==> config.mk <==
export PLATFORM = sky130hd
export DESIGN_NAME = geohash_neighbor_grids
export DESIGN_NICKNAME = d
export VERILOG_FILES = /design/src/hw/rtl/ghnb_pkg.sv /design/src/hw/rtl/ghnb_ctrl.sv /design/src/hw/rtl/ghnb_dp.sv /design/src/hw/rtl/geohash_neighbor_grids.sv
export SDC_FILE = /design/constraint.sdc
export NUM_CORES = 1
export LEC_CHECK = 0
export BUFFER_PORTS_ARGS = -buffer_cell sky130_fd_sc_hd__buf_2
export CORE_MARGIN = 2
export CORE_UTILIZATION = 40
export DETAILED_ROUTE_END_ITERATION = 10
export GPL_TIMING_DRIVEN = 0
export PLACE_DENSITY = 0.57
export SKIP_CTS_REPAIR_TIMING = 1
export SYNTH_ARGS = -nofsm -noshare
export SYNTH_HDL_FRONTEND = slang
export SYNTH_HIERARCHICAL = 1
export SYNTH_SLANG_ARGS = --single-unit
==> constraint.sdc <==
create_clock -name clk -period 4.1 [get_ports clk]
set_clock_uncertainty 0.2 [all_clocks]
set_input_delay 0.615 -clock clk [delete_from_list [all_inputs] [get_ports clk]]
set_output_delay 0.615 -clock clk [all_outputs]
set_load 0.01 [all_outputs]
==> src/hw/rtl/ghnb_pkg.sv <==
package ghnb_pkg;

    localparam int MAX_SYMBOLS_DEF = 12;
    localparam int COORD_W         = 32;
    localparam int LEN_W           = 4;
    localparam int SLOT_W          = 4;
    localparam int CELL_CODE_W     = 60;
    localparam int S_TDATA_W       = 72;
    localparam int M_TDATA_W       = 72;

    localparam logic [SLOT_W-1:0] SLOT_CENTER = 4'd0;
    localparam logic [SLOT_W-1:0] SLOT_N      = 4'd1;
    localparam logic [SLOT_W-1:0] SLOT_E      = 4'd2;
    localparam logic [SLOT_W-1:0] SLOT_W_     = 4'd3;
    localparam logic [SLOT_W-1:0] SLOT_S      = 4'd4;
    localparam logic [SLOT_W-1:0] SLOT_NE     = 4'd5;
    localparam logic [SLOT_W-1:0] SLOT_NW     = 4'd6;
    localparam logic [SLOT_W-1:0] SLOT_SE     = 4'd7;
    localparam logic [SLOT_W-1:0] SLOT_SW     = 4'd8;

    typedef enum logic [0:0] {
        ST_IDLE,
        ST_RUN
    } state_t;

    typedef enum logic [1:0] {
        STEP_NONE,
        STEP_INC,
        STEP_DEC
    } step_t;

    typedef struct packed {
        logic              load;
        logic              emit;
        logic [SLOT_W-1:0] slot;
    } dp_cmd_t;

    typedef struct packed {
        logic out_free;
    } dp_status_t;

    function automatic step_t lon_step(input logic [SLOT_W-1:0] slot);
        step_t r;
        case (slot) inside
            SLOT_E, SLOT_NE, SLOT_SE:  r = STEP_INC;
            SLOT_W_, SLOT_NW, SLOT_SW: r = STEP_DEC;
            default:                   r = STEP_NONE;
        endcase
        return r;
    endfunction

    function automatic step_t lat_step(input logic [SLOT_W-1:0] slot);
        step_t r;
        case (slot) inside
            SLOT_N, SLOT_NE, SLOT_NW: r = STEP_INC;
            SLOT_S, SLOT_SE, SLOT_SW: r = STEP_DEC;
            default:                  r = STEP_NONE;
        endcase
        return r;
    endfunction

endpackage

==> src/hw/rtl/ghnb_ctrl.sv <==
module ghnb_ctrl (
    input  logic                clk,
    input  logic                rst_n,
    input  logic                s_tvalid,
    output logic                s_tready,
    output ghnb_pkg::dp_cmd_t    cmd,
    input  ghnb_pkg::dp_status_t status
);
    import ghnb_pkg::*;

    state_t            state_reg, state_next;
    logic [SLOT_W-1:0] slot_reg, slot_next;

    always_ff @(posedge clk or negedge rst_n)
    begin
        if (!rst_n)
        begin
            state_reg <= ST_IDLE;
            slot_reg  <= SLOT_CENTER;
        end
        else
        begin
            state_reg <= state_next;
            slot_reg  <= slot_next;
        end
    end

    always_comb
    begin
        state_next = state_reg;
        slot_next  = slot_reg;
        s_tready   = 1'b0;
        cmd.load   = 1'b0;
        cmd.emit   = 1'b0;
        cmd.slot   = slot_reg;
        case (state_reg)
            ST_IDLE:
            begin
                s_tready = 1'b1;
                if (s_tvalid)
                begin
                    cmd.load   = 1'b1;
                    slot_next  = SLOT_CENTER;
                    state_next = ST_RUN;
                end
            end
            ST_RUN:
            begin
                if (status.out_free)
                begin
                    cmd.emit  = 1'b1;
                    slot_next = slot_reg + 1'b1;
                    if (slot_reg == SLOT_SW)
                    begin
                        state_next = ST_IDLE;
                    end
                end
            end
            default:
            begin
                state_next = ST_IDLE;
            end
        endcase
    end

endmodule

==> src/hw/rtl/ghnb_dp.sv <==
module ghnb_dp #(
    parameter int MAX_SYMBOLS = ghnb_pkg::MAX_SYMBOLS_DEF
) (
    input  logic                          clk,
    input  logic                          rst_n,
    input  logic [ghnb_pkg::S_TDATA_W-1:0] s_tdata,
    output logic                          m_tvalid,
    input  logic                          m_tready,
    output logic [ghnb_pkg::M_TDATA_W-1:0] m_tdata,
    output logic [ghnb_pkg::SLOT_W-1:0]    m_tuser,
    output logic                          m_tlast,
    input  ghnb_pkg::dp_cmd_t              cmd,
    output ghnb_pkg::dp_status_t           status
);
    import ghnb_pkg::*;

    localparam int CODE_W = 5 * MAX_SYMBOLS;
    localparam int LON_W  = (CODE_W + 1) / 2;
    localparam int LAT_W  = CODE_W / 2;
    localparam int SH_W   = $clog2(CODE_W + 1);
    localparam int NB_W   = 7;

    logic [COORD_W-1:0] lon_code, lat_code;
    logic [LEN_W-1:0]   hash_length;
    logic               len_ok;
    logic [NB_W-1:0]    nbits, nlon, nlat;
    logic [LON_W-1:0]   lon_unit, lon_mask;
    logic [LAT_W-1:0]   lat_unit, lat_mask;

    logic [LON_W-1:0]   lon_reg, lon_unit_reg;
    logic [LAT_W-1:0]   lat_reg, lat_unit_reg;
    logic [LEN_W-1:0]   len_reg;
    logic               ok_reg;
    logic [SH_W-1:0]    rshift_reg;

    step_t              dx, dy;
    logic [LON_W:0]     x_sum, x_dif;
    logic [LAT_W:0]     y_sum, y_dif;
    logic [LON_W-1:0]   x_new;
    logic [LAT_W-1:0]   y_new;
    logic               x_bad, y_bad, cell_ok;
    logic [CODE_W-1:0]  woven, shifted;

    logic                   tvalid_reg;
    logic [CELL_CODE_W-1:0] code_reg;
    logic [LEN_W-1:0]       olen_reg;
    logic                   ovalid_reg;
    logic [SLOT_W-1:0]      oslot_reg;
    logic                   olast_reg;

    assign lon_code    = s_tdata[COORD_W-1:0];
    assign lat_code    = s_tdata[2*COORD_W-1:COORD_W];
    assign hash_length = s_tdata[2*COORD_W+LEN_W-1:2*COORD_W];

    assign len_ok   = (hash_length != '0) && (hash_length <= LEN_W'(MAX_SYMBOLS));
    assign nbits    = {1'b0, hash_length, 2'b00} + NB_W'(hash_length);
    assign nlon     = (nbits + 1'b1) >> 1;
    assign nlat     = nbits >> 1;
    assign lon_unit = LON_W'(1) << (NB_W'(LON_W) - nlon);
    assign lat_unit = LAT_W'(1) << (NB_W'(LAT_W) - nlat);
    assign lon_mask = ~(lon_unit - 1'b1);
    assign lat_mask = ~(lat_unit - 1'b1);

    always_ff @(posedge clk)
    begin
        if (cmd.load)
        begin
            lon_reg      <= lon_code[COORD_W-1 -: LON_W] & lon_mask;
            lat_reg      <= lat_code[COORD_W-1 -: LAT_W] & lat_mask;
            lon_unit_reg <= lon_unit;
            lat_unit_reg <= lat_unit;
            len_reg      <= hash_length;
            ok_reg       <= len_ok;
            rshift_reg   <= SH_W'(NB_W'(CODE_W) - nbits);
        end
    end

    assign dx    = lon_step(cmd.slot);
    assign dy    = lat_step(cmd.slot);
    assign x_sum = {1'b0, lon_reg} + {1'b0, lon_unit_reg};
    assign x_dif = {1'b0, lon_reg} - {1'b0, lon_unit_reg};
    assign y_sum = {1'b0, lat_reg} + {1'b0, lat_unit_reg};
    assign y_dif = {1'b0, lat_reg} - {1'b0, lat_unit_reg};

    always_comb
    begin
        case (dx)
            STEP_INC:
            begin
                x_new = x_sum[LON_W-1:0];
                x_bad = x_sum[LON_W];
            end
            STEP_DEC:
            begin
                x_new = x_dif[LON_W-1:0];
                x_bad = x_dif[LON_W];
            end
            default:
            begin
                x_new = lon_reg;
                x_bad = 1'b0;
            end
        endcase
        case (dy)
            STEP_INC:
            begin
                y_new = y_sum[LAT_W-1:0];
                y_bad = y_sum[LAT_W];
            end
            STEP_DEC:
            begin
                y_new = y_dif[LAT_W-1:0];
                y_bad = y_dif[LAT_W];
            end
            default:
            begin
                y_new = lat_reg;
                y_bad = 1'b0;
            end
        endcase
    end

    always_comb
    begin
        woven = '0;
        for (int i = 0; i < LON_W; i++)
        begin
            woven[CODE_W-1-2*i] = x_new[LON_W-1-i];
        end
        for (int i = 0; i < LAT_W; i++)
        begin
            woven[CODE_W-2-2*i] = y_new[LAT_W-1-i];
        end
    end

    assign shifted = woven >> rshift_reg;
    assign cell_ok = ok_reg && !x_bad && !y_bad;

    assign status.out_free = !tvalid_reg || m_tready;

    always_ff @(posedge clk or negedge rst_n)
    begin
        if (!rst_n)
        begin
            tvalid_reg <= 1'b0;
        end
        else if (cmd.emit)
        begin
            tvalid_reg <= 1'b1;
        end
        else if (m_tready)
        begin
            tvalid_reg <= 1'b0;
        end
    end

    always_ff @(posedge clk)
    begin
        if (cmd.emit)
        begin
            code_reg   <= cell_ok ? CELL_CODE_W'(shifted) : '0;
            olen_reg   <= cell_ok ? len_reg : '0;
            ovalid_reg <= cell_ok;
            oslot_reg  <= cmd.slot;
            olast_reg  <= (cmd.slot == SLOT_SW);
        end
    end

    assign m_tvalid = tvalid_reg;
    assign m_tdata  = {(M_TDATA_W - CELL_CODE_W - LEN_W - 1)'(0), ovalid_reg, olen_reg, code_reg};
    assign m_tuser  = oslot_reg;
    assign m_tlast  = olast_reg;

endmodule

==> src/hw/rtl/geohash_neighbor_grids.sv <==
// Channel  Dir  Beat contents
// s_       in   tdata: lon_code[31:0], lat_code[63:32], hash_length[67:64]
// m_       out  tdata: cell_code[59:0], cell_length[63:60], cell_valid[64];
//               tuser: cell_slot; tlast: last_cell
//
// Each input beat yields nine output beats, one per cycle when m_tready stays high.
// An input is taken while the controller is idle, and the single neighbor step unit then
// works out its nine cells one after another, center first and the southwest cell last.
// Output stalls hold the sequence; a new input is taken once the ninth cell is registered.
// Reset is asynchronous and active low and clears the controller and output valid.
module geohash_neighbor_grids #(
    parameter int MAX_SYMBOLS = ghnb_pkg::MAX_SYMBOLS_DEF
) (
    input  logic                          clk,
    input  logic                          rst_n,
    input  logic                          s_tvalid,
    output logic                          s_tready,
    // lon_code, lat_code, hash_length, zero pad
    input  logic [ghnb_pkg::S_TDATA_W-1:0] s_tdata,
    output logic                          m_tvalid,
    input  logic                          m_tready,
    // cell_code, cell_length, cell_valid, zero pad
    output logic [ghnb_pkg::M_TDATA_W-1:0] m_tdata,
    // cell_slot
    output logic [ghnb_pkg::SLOT_W-1:0]    m_tuser,
    output logic                          m_tlast
);
    import ghnb_pkg::*;

    dp_cmd_t    cmd;
    dp_status_t status;

    ghnb_ctrl u_ctrl (
        .clk      (clk),
        .rst_n    (rst_n),
        .s_tvalid (s_tvalid),
        .s_tready (s_tready),
        .cmd      (cmd),
        .status   (status)
    );

    ghnb_dp #(
        .MAX_SYMBOLS (MAX_SYMBOLS)
    ) u_dp (
        .clk      (clk),
        .rst_n    (rst_n),
        .s_tdata  (s_tdata),
        .m_tvalid (m_tvalid),
        .m_tready (m_tready),
        .m_tdata  (m_tdata),
        .m_tuser  (m_tuser),
        .m_tlast  (m_tlast),
        .cmd      (cmd),
        .status   (status)
    );

endmodule

# After elaboration in Yosys (flattened, before gate mapping)
# Index checks and enable logic that the tools add are counted.
[classes] addsub=12 n_lt_le_gt_ge=1 eq_ne=14 shift=3 mux=21 bitwise=5 n_reduce_logical=14
[ops] operator="30-bit case mux with 2 select lines" n=2
[ops] operator="30-bit by 30-bit adder with 31-bit output" n=2
[ops] operator="30-bit by 30-bit subtractor with 31-bit output" n=2
[ops] operator="30-bit bitwise AND" n=2
[ops] operator="30-bit inverter" n=2
[ops] operator="1-bit by 7-bit left shift with 30-bit output (first input constant)" n=2
[ops] operator="60-bit by 6-bit right shift with 60-bit output" n=1
[ops] operator="30-bit by 1-bit subtractor with 30-bit output (second input constant)" n=2
[ops] operator="4-bit by 3-bit equality test with 1-bit output (second input constant)" n=4
[ops] operator="5-bit by 6-bit subtractor with 7-bit output (first input constant)" n=2
[ops] operator="3-bit OR reduction" n=4
[ops] operator="1-bit 2-to-1 mux" n=9
[ops] operator="4-bit by 2-bit equality test with 1-bit output (second input constant)" n=2
[ops] operator="2-bit 2-to-1 mux" n=4
[ops] operator="4-bit 2-to-1 mux" n=2
[ops] operator="4-bit case mux with 2 select lines" n=1
[ops] operator="6-bit by 4-bit adder with 7-bit output" n=1
[ops] operator="7-bit by 1-bit adder with 7-bit output (second input constant)" n=1
[ops] operator="1-bit case mux with 2 select lines" n=3
[ops] operator="6-bit subtractor (first input constant)" n=1
[ops] operator="4-bit by 1-bit adder with 4-bit output (second input constant)" n=1
[ops] operator="2-bit by 1-bit equality test with 1-bit output (second input constant)" n=2
[ops] operator="2-bit equality test (second input constant)" n=2
[ops] operator="4-bit by 1-bit equality test with 1-bit output (second input constant)" n=1
[ops] operator="10 further kinds" n=15
[word_totals] ff_bits=207 inputBits=76 out_inout_bits=79 elab_cells=85

# Longest topological paths before layout
# Gate-level depths: netlist of run 1.
[depth] depth_word=9 depth_mapped=19 ltp_nobuf=16

# Modules after synthesis
# The synthesis of run 1 kept the hierarchy.
[modules_own_cells] module="ghnb_dp" n_inst=1 cells_per_inst=2687 area_per_inst_um2=22053.7 seq_area_each_um2=6030.8
[modules_own_cells] module="ghnb_ctrl" n_inst=1 cells_per_inst=27 area_per_inst_um2=281.5 seq_area_each_um2=125.1

# Least setup slack after synthesis of run 1
# OpenSTA, ideal clock, no wires.
[synth_path] path_kind="in2reg" start="input s_tdata[65] (netlist name)" end="register u_dp.lon_reg[26], data pin" setup_ns=0.255 arrival_ns=4.548 required_time_ns=3.645 setup_slack_ns=-0.903 stages=15 path_buffers=1 cell_sequence="clkbuf_1 inv_1 fa_1 nand3b_1 xnor2_1 or2_2 a21oi_1 o21ai_1 or2_2 ha_1 inv_1 nor4_2 o21ai_0 or3_1 and3_1"
[synth_between] elab_chain_len=7
[synth_rtl] element="start: declaration" line_no="geohash_neighbor_grids.sv:19" source="input logic [ghnb_pkg::S_TDATA_W-1:0] s_tdata,"
[synth_rtl] element="6-bit by 4-bit adder with 7-bit output" line_no="ghnb_dp.sv:56" source="assign nbits = {1'b0, hash_length, 2'b00} + NB_W'(hash_length);"
[synth_rtl] element="7-bit by 1-bit adder with 7-bit output" line_no="ghnb_dp.sv:57" source="assign nlon = (nbits + 1'b1) >> 1;"
[synth_rtl] element="5-bit by 6-bit subtractor with 7-bit output" line_no="ghnb_dp.sv:59" source="assign lon_unit = LON_W'(1) << (NB_W'(LON_W) - nlon);"
[synth_rtl] element="1-bit by 7-bit left shift with 30-bit output" line_no="ghnb_dp.sv:59"
[synth_rtl] element="30-bit by 1-bit subtractor with 30-bit output" line_no="ghnb_dp.sv:61" source="assign lon_mask = ~(lon_unit - 1'b1);"
[synth_rtl] element="30-bit inverter" line_no="ghnb_dp.sv:61"
[synth_rtl] element="30-bit bitwise AND" line_no="ghnb_dp.sv:68" source="lon_reg <= lon_code[COORD_W-1 -: LON_W] & lon_mask;"
[synth_rtl] element="end signal: assignment" line_no="ghnb_dp.sv:68"
[synth_rtl] element="end: declaration" line_no="ghnb_dp.sv:30" source="logic [LON_W-1:0] lon_reg, lon_unit_reg;"
# No other way between the ends.
# A chain may end at the register's enable or synchronous reset.

# Worst setup path in the final report of run 1
[layout_path] start="register u_dp.lat_reg[0]" end="register u_dp.code_reg[8], data pin"
[layout_between] elab_chain_len=4 word_cells_on_any_way=7 classes_between="add/sub (2); shift (1); mux (2); reduce/logical (2)"
[layout_rtl] element="start: declaration" line_no="ghnb_dp.sv:31" source="logic [LAT_W-1:0] lat_reg, lat_unit_reg;"
[layout_rtl] element="start signal: assignment" line_no="ghnb_dp.sv:69" source="lat_reg <= lat_code[COORD_W-1 -: LAT_W] & lat_mask;"
[layout_rtl] element="parallel branches: the longest is 4 deep, another holds 30-bit by 30-bit subtractor with 31-bit output"
[layout_rtl] element="end signal: assignment" line_no="ghnb_dp.sv:161" source="code_reg <= cell_ok ? CELL_CODE_W'(shifted) : '0;"
[layout_rtl] element="end: declaration" line_no="ghnb_dp.sv:45" source="logic [CELL_CODE_W-1:0] code_reg;"
# Parallel ways; which one is timed is not known.

==> qor.txt, run 1 <==
status -> finished with violations
failing checks -> negative setup slack
Fin. Hold Viols -> 0
Max-slew headroom -> 19.7%
Final ANT Viol Nets -> 0
combinational share of power -> 74.4%
H-tree levels -> 1
Core Box Area -> 55200 um2
Initial DRC Count -> 2666
number of synthesis warnings -> 6
DR vias/cell -> 6.61
Tot GR Track Use -> 36.0%
DR vias -> 25200
worst hold path cell count -> 1
Seq/Total Area, Yosys -> 27.6%
clk_lat worst skew -> 560 ps
sw power -> 11.4 mW
Hold Path Class -> in -> reg
drt wl/cell -> 28.8 um
Critical Path AT -> 4990 ps
clock sink count -> 206
Die X -> 240 um
area grow syn2layout -> 31.6%
Cell variety after synth -> 96
largest net degree at the start of global routing -> 97
register area -> 6160 um2
CP Cell Sequence -> inv_1, ha_2, inv_2, fa_2, a211oi_4, o21ai_4, a22oi_2, a21boi_4, or4_4, a21oi_4, buf_12, nor3_4, o41ai_4, o31ai_4, o2bb2ai_1, or3_1
Mean Syn Cell Area -> 8.23 um2
die area -> 57700 um2
clock slew at reported path FFs -> 60 ps
GR Overflow Total -> 0
post-synthesis mux area share -> 6.31%
row count -> 86
period utilization -> 119%
Post-Syn Area -> 22300 um2
post-route design area -> 29400 um2
Worst R2R End -> u_dp/code_reg[8]
Nets -> 3256
Post-synth EDFFs -> 200
largest family of logic cells by synthesized area -> compound AO/OA/AOI/OAI gates
maximum fanout along the worst path -> 5
Yosys reg bits -> 206
Slowest Stage Delay on Critical Path -> 620 ps
maximum clock frequency -> 205 MHz
CP Capture Type -> flop
Buffers on Ports -> 139
Top FF cell, synth -> edfxtp_1
sw frac -> 53.3%
detailed-route DRC error count -> 0
Num CTS Buffers -> 23
RSZ-0062 raised after global routing -> true
hold path start -> s_tdata[65]
CTS tree -> built
Synth Area in XOR/XNOR -> 1.80%
Hold Path Sink -> u_dp/len_reg[1]
final setup violation count -> 63
Design Power -> 21.5 mW
TritonRoute pass-1 iters -> 6
placed cell area -> 24300 um2
FF-to-FF path depth -> 16
Worst Path Required -> 4200 ps
antenna violations before repair -> 3
initial core utilization -> 40.5%
max reg flops -> 60
Max-cap violations -> 0
hold slack -> 59.8 ps
Clock power frac -> 9.5%
Peak VDD IR -> 0.000486 V
Multi-input gate area -> 17900 um2
flop-to-flop setup slack -> -790 ps
setup_tns -> -28320 ps
vias in the first global route -> 22600
area share of and/or/nand/nor cells after synthesis -> 21.1%
fin. max-slew vios -> 0
adder-cell share of the synthesized area -> 7.84%
Synth Area in Compound Gates -> 29.6%
P per Cell Area -> 730 nW/um2
Worst R2R Start -> u_dp/lat_reg[0]
startpoint types -> flop
highest-delay cell along the critical path -> o41ai_4
first-pass GRT wire length -> 154000 um
Mapped Cells -> 2714
Tmin final -> 4890 ps
crit path kind -> reg -> reg
Async S/R FF share, synth -> 2.91%
final setup margin -> -790 ps
# IOs -> 155
Final Wtd Congestion -> 1.05
Flop pwr share -> 16.0%
Post-Route WL -> 110000 um
Internal Power -> 10.0 mW
CTS Root Cell -> clkbuf_16
fill count -> 5238
Clock Path Buffers -> 3
post-DP HPWL -> 86900 um
leak pwr -> 11.1 nW
layout cells sized above 1 -> 30.8%
Worst Tran Pin Value -> 1190 ps
Die H -> 240 um
[worst max-delay path: cells and delay by family, from the launching register on]
family,cells,cell delay (ps)
AOI/OAI and AO/OA,8,2180
and+or+nand+nor,3,910
adders and majority gates,2,580
DFF,1,450
buffers and inverters,3,290
[power by group through the flow]
stage                     logic [mW]  clock network [mW]  registers [mW]
after floorplan                 7.35                   0            3.55
after global placement          12.0                   0            3.53
after detailed placement        12.1                   0            3.49
after CTS                       12.1                2.07            3.45
after global routing            16.5                2.15            3.51
final                           16.0                2.04            3.45
[synthesized netlist by cell type (all sizes together), types with 14 or more instances]
| master | n | area share, % |
|---|---|---|
| a21boi | 23 | 0.77 |
| nor2 | 254 | 4.3 |
| a211oi | 46 | 1.6 |
| mux2 | 20 | 1.0 |
| mux4 | 29 | 2.9 |
| a21oi | 204 | 4.6 |
| and2 | 54 | 1.5 |
| nand2 | 221 | 3.7 |
| a221oi | 22 | 0.89 |
| or3 | 26 | 0.73 |
| buf | 49 | 1.2 |
| a31oi | 31 | 0.87 |
| a221o | 20 | 0.90 |
| xnor2 | 30 | 1.2 |
| edfxtp | 200 | 27 |
| o311ai | 16 | 0.63 |
| mux2i | 53 | 2.4 |
| nor2b | 35 | 0.98 |
| ha | 132 | 7.4 |
| or2 | 24 | 0.67 |
| o21ai | 155 | 3.5 |
| nor3 | 95 | 2.1 |
| inv | 138 | 2.3 |
| nor4 | 34 | 0.98 |
| nand2b | 36 | 1.0 |
| o31ai | 47 | 1.6 |
| a22oi | 23 | 0.77 |
| o221ai | 25 | 0.98 |
| a21o | 28 | 0.94 |
| o21a | 27 | 0.91 |
| nand4 | 41 | 1.2 |
| a211o | 14 | 0.55 |
| and3 | 29 | 0.81 |
| clkbuf | 135 | 2.3 |
| o22ai | 23 | 0.64 |
| nand3 | 67 | 1.5 |
| a2111oi | 15 | 0.62 |
| o211ai | 60 | 2.0 |
[cell families after synthesis]
group | count (synthesis)
flops | 206
fa+ha+maj | 137
mux | 102
xor+xnor | 42
compound gates | 944
buf+inv | 324
simple gates | 958
other cells | 1
[worst max-delay path by stage]
stage                             endpoint               start  slack (ps)  cells after the start
after floorplan           u_dp/lon_reg[26]         s_tdata[65]         -20                     15
after global placement    u_dp/code_reg[0]  u_ctrl/slot_reg[2]       -1930                     12
after detailed placement  u_dp/code_reg[0]  u_ctrl/slot_reg[0]       -1830                     13
after CTS                 u_dp/code_reg[0]  u_ctrl/slot_reg[2]       -1890                     13
after global routing      u_dp/code_reg[8]     u_dp/lat_reg[0]        -860                     16
final                     u_dp/code_reg[8]     u_dp/lat_reg[0]        -790                     16
[per-stage QoR]
step	setup WS, ps	utilization, %	std cells
4_1_cts	-1890	45.2	3652
3_3_place_gp	-1930	43.8	3607
2_1_floorplan	-18.0	-	2720
6_report	-790	53.3	3808
3_5_place_dp	-1830	43.9	3611
5_1_grt	-858	53.3	3807
[layout by cell type (no fill, tap or decap), types with 28 or more instances in the layout]
cell type,Yosys,final
ha_1,132,107
buf_4,10,163
nor3_1,95,71
a21oi_1,204,154
nand3_1,67,59
buf_2,15,157
nand2_1,221,202
clkbuf_2,0,28
clkbuf_1,135,78
o211ai_1,60,60
inv_1,137,131
nor2b_1,35,30
nor2_1,254,239
edfxtp_1,200,200
o21ai_0,144,107
nand2b_1,36,35
and2_1,54,44
mux4_2,29,29
a21oi_2,0,35
nand4_1,40,40
o21ai_1,11,29
mux2i_1,53,36
[layout make-up]
type	instances	area share, %
flip-flops and latches	206	20.9
diodes	1	0.00851
clock inverters	11	0.396
multi-input cells	2191	61.1
clock buffers	30	2.05
inverters	140	1.86
repair buffers	314	7.46
plain buffers	167	3.05
well taps	748	3.18
[layer usage]
layer / vias to the layer above / part of all wire, % / global-route usage [%]
li1: 11100 / - / -
met1: 12300 / 42 / 49.2
met2: 1423 / 43 / 55.5
met3: 303 / 9.2 / 6.51
met4: 0 / 5.5 / 15.7
met5: - / 0 / 0
Note: power is estimated with default switching activity, not from simulation.
==> run 2: changes to the inputs <==
- SETUP_SLACK_MARGIN: not set -> 0.05
==> run 2 against run 1 <==
  * The run still ends with negative setup slack left
  * Maximum frequency is 0.35% lower
  * Register-to-register slack worse by 20 ps
  * Global-route usage decreased by 0.99 points
  * Critical path depth stayed put
  * Die area is the same
  * Via count increased by 0.66%
  * Clock-buffer cell count decreased by 3
  * Sequential power about the same
==> qor.txt, run 2 (synthesis results as in run 1) <==
status -> finished with violations (unchanged)
failing checks -> negative setup slack (unchanged)
combinational share of power -> 74.6% (was 74.4%)
clock sink count -> 206 (unchanged)
Core Box Area -> 55200 um2 (unchanged)
Post-Route WL -> 108000 um (was 110000 um)
startpoint types -> flop (unchanged)
post-DP HPWL -> 84300 um (was 86900 um)
hold path start -> s_tdata[65] (unchanged)
Tot GR Track Use -> 35.0% (was 36.0%)
post-route design area -> 30000 um2 (was 29400 um2)
flop-to-flop setup slack -> -810 ps (was -790 ps)
Final Wtd Congestion -> 1.06 (was 1.05)
final setup violation count -> 59 (was 63)
antenna violations before repair -> 3 (unchanged)
area grow syn2layout -> 34.2% (was 31.6%)
Initial DRC Count -> 2707 (was 2666)
# IOs -> 155 (unchanged)
Layout Utilization -> 54.3% (was 53.3%)
DP Worst Slack -> -1760 ps (was -1830 ps)
Final ANT Viol Nets -> 0 (unchanged)
DR vias/cell -> 6.60 (was 6.61)
CTS tree -> built (unchanged)
Num CTS Buffers -> 24 (was 23)
Die X -> 240 um (unchanged)
Slowest Stage Delay on Critical Path -> 640 ps (was 620 ps)
Clock Path Buffers -> 3 (unchanged)
highest-delay cell along the critical path -> o41ai_4 (unchanged)
Nets -> 3283 (was 3256)
clock slew at reported path FFs -> 60 ps (about the same)
Worst Path Required -> 4200 ps (about the same)
Peak VDD IR -> 0.000601 V (was 0.000486 V)
CP Cell Sequence -> inv_1, ha_2, inv_2, fa_2, a211oi_4, o21ai_4, a22oi_2, a21boi_4, or4_4, a21oi_4, buf_12, nor3_4, o41ai_4, o31ai_4, o2bb2ai_2, or3_1 (was inv_1, ha_2, inv_2, fa_2, a211oi_4, o21ai_4, a22oi_2, a21boi_4, or4_4, a21oi_4, buf_12, nor3_4, o41ai_4, o31ai_4, o2bb2ai_1, or3_1)
Worst R2R End -> u_dp/code_reg[8] (unchanged)
Flop pwr share -> 15.8% (was 16.0%)
sw frac -> 52.7% (was 53.3%)
fin. max-slew vios -> 0 (unchanged)
RSZ-0062 raised after global routing -> true (unchanged)
fill count -> 5203 (was 5238)
maximum fanout along the worst path -> 4 (was 5)
row count -> 86 (unchanged)
crit path kind -> reg -> reg (unchanged)
worst hold path cell count -> 1 (unchanged)
TritonRoute pass-1 iters -> 6 (unchanged)
GR Overflow Total -> 0 (unchanged)
clk_lat worst skew -> 570 ps (was 560 ps)
most common cell after layout, fill and taps aside -> nor2_1 (unchanged)
largest net degree at the start of global routing -> 98 (was 97)
Buffers on Ports -> 139 (unchanged)
placed cell area -> 24300 um2 (about the same)
P per Cell Area -> 726 nW/um2 (was 730 nW/um2)
sw power -> 11.5 mW (was 11.4 mW)
DR vias -> 25300 (was 25200)
maximum clock frequency -> 204 MHz (was 205 MHz)
CTS Root Cell -> clkbuf_16 (unchanged)
Tmin final -> 4910 ps (was 4890 ps)
Fin. Hold Viols -> 0 (unchanged)
Die H -> 240 um (unchanged)
vias in the first global route -> 22500 (was 22600)
leak pwr -> 11.3 nW (was 11.1 nW)
Worst R2R Start -> u_dp/lat_reg[0] (unchanged)
layout cells sized above 1 -> 32.7% (was 30.8%)
die area -> 57700 um2 (unchanged)
Clock power frac -> 9.6% (was 9.5%)
initial core utilization -> 40.5% (unchanged)
H-tree levels -> 1 (unchanged)
drt wl/cell -> 28.1 um (was 28.8 um)
Worst Tran Pin Value -> 1170 ps (was 1190 ps)
CP Capture Type -> flop (unchanged)
most frequent cells in the layout -> nor2_1, nand2_1, edfxtp_1 (unchanged)
Hold Path Sink -> u_dp/len_reg[1] (unchanged)
FF-to-FF path depth -> 16 (unchanged)
detailed-route DRC error count -> 0 (unchanged)
Hold Path Class -> in -> reg (unchanged)
Critical Path AT -> 5000 ps (was 4990 ps)
Max-cap violations -> 0 (unchanged)
final setup margin -> -807 ps (was -790 ps)
Worst Path Buf+Inv -> 3 (unchanged)
Max-slew headroom -> 20.9% (was 19.7%)
period utilization -> 120% (was 119%)
Design Power -> 21.8 mW (was 21.5 mW)
first-pass GRT wire length -> 151000 um (was 154000 um)
max reg flops -> 60 (unchanged)
largest delay contributor family on the critical path -> compound AO/OA/AOI/OAI gates (unchanged)
Internal Power -> 10.3 mW (was 10.0 mW)
run 2: per-stage QoR:
| stage | hold WS [ps] | TNS [ps] | cells |
|---|---|---|---|
| detailed placement | 252 | -111730 | 3611 |
| finish | 55.0 | -23630 | 3836 |
| CTS | -348 | -95860 | 3654 |
| global route | 46.1 | -29190 | 3835 |
| floorplan | 119 | 0 | 2720 |
| global placement | 246 | -257170 | 3607 |
run 2: worst max path at each step:
stage | from | endpoint | slack, ps | depth (start not counted)
2_1_floorplan | s_tdata[65] | u_dp/lon_reg[26] | 20 | 15
3_3_place_gp | u_ctrl/slot_reg[2] | u_dp/code_reg[0] | -1880 | 12
3_5_place_dp | u_ctrl/slot_reg[2] | u_dp/code_reg[0] | -1760 | 13
4_1_cts | u_ctrl/slot_reg[2] | u_dp/code_reg[0] | -1790 | 13
5_1_grt | u_dp/lat_reg[0] | u_dp/code_reg[8] | -880 | 16
6_report | u_dp/lat_reg[0] | u_dp/code_reg[8] | -810 | 16
run 2: layout make-up:
class                           instances  area [um2]  area share [%]
Antenna cell                            1        2.50         0.00835
Tap cell                              748         936            3.12
Buffer                                168         971            3.24
Multi-Input combinational cell       2191       18200            60.8
Clock inverter                         16         113           0.376
Inverter                              140         553            1.84
Clock buffer                           27         633            2.11
Sequential cell                       206        6160            20.5
Timing Repair Buffer                  339        2390            7.96
run 2: per-layer routing:
layer / part of all wire (%) / vias up / global-route usage (%)
li1: - / 11200 / -
met1: 41 / 12300 / 47.8
met2: 43 / 1535 / 53.9
met3: 9.9 / 337 / 6.39
met4: 6.0 / 4 / 15.5
met5: 0.019 / - / 0
run 2: power by group through the flow:
stage                     registers (mW)  logic [mW]  clock network [mW]
after CTS                           3.45        12.0                2.13
after detailed placement            3.49        11.9                   0
after global routing                3.50        16.8                2.19
after floorplan                     3.55        7.37                   0
after global placement              3.52        11.9                   0
final                               3.44        16.2                2.08
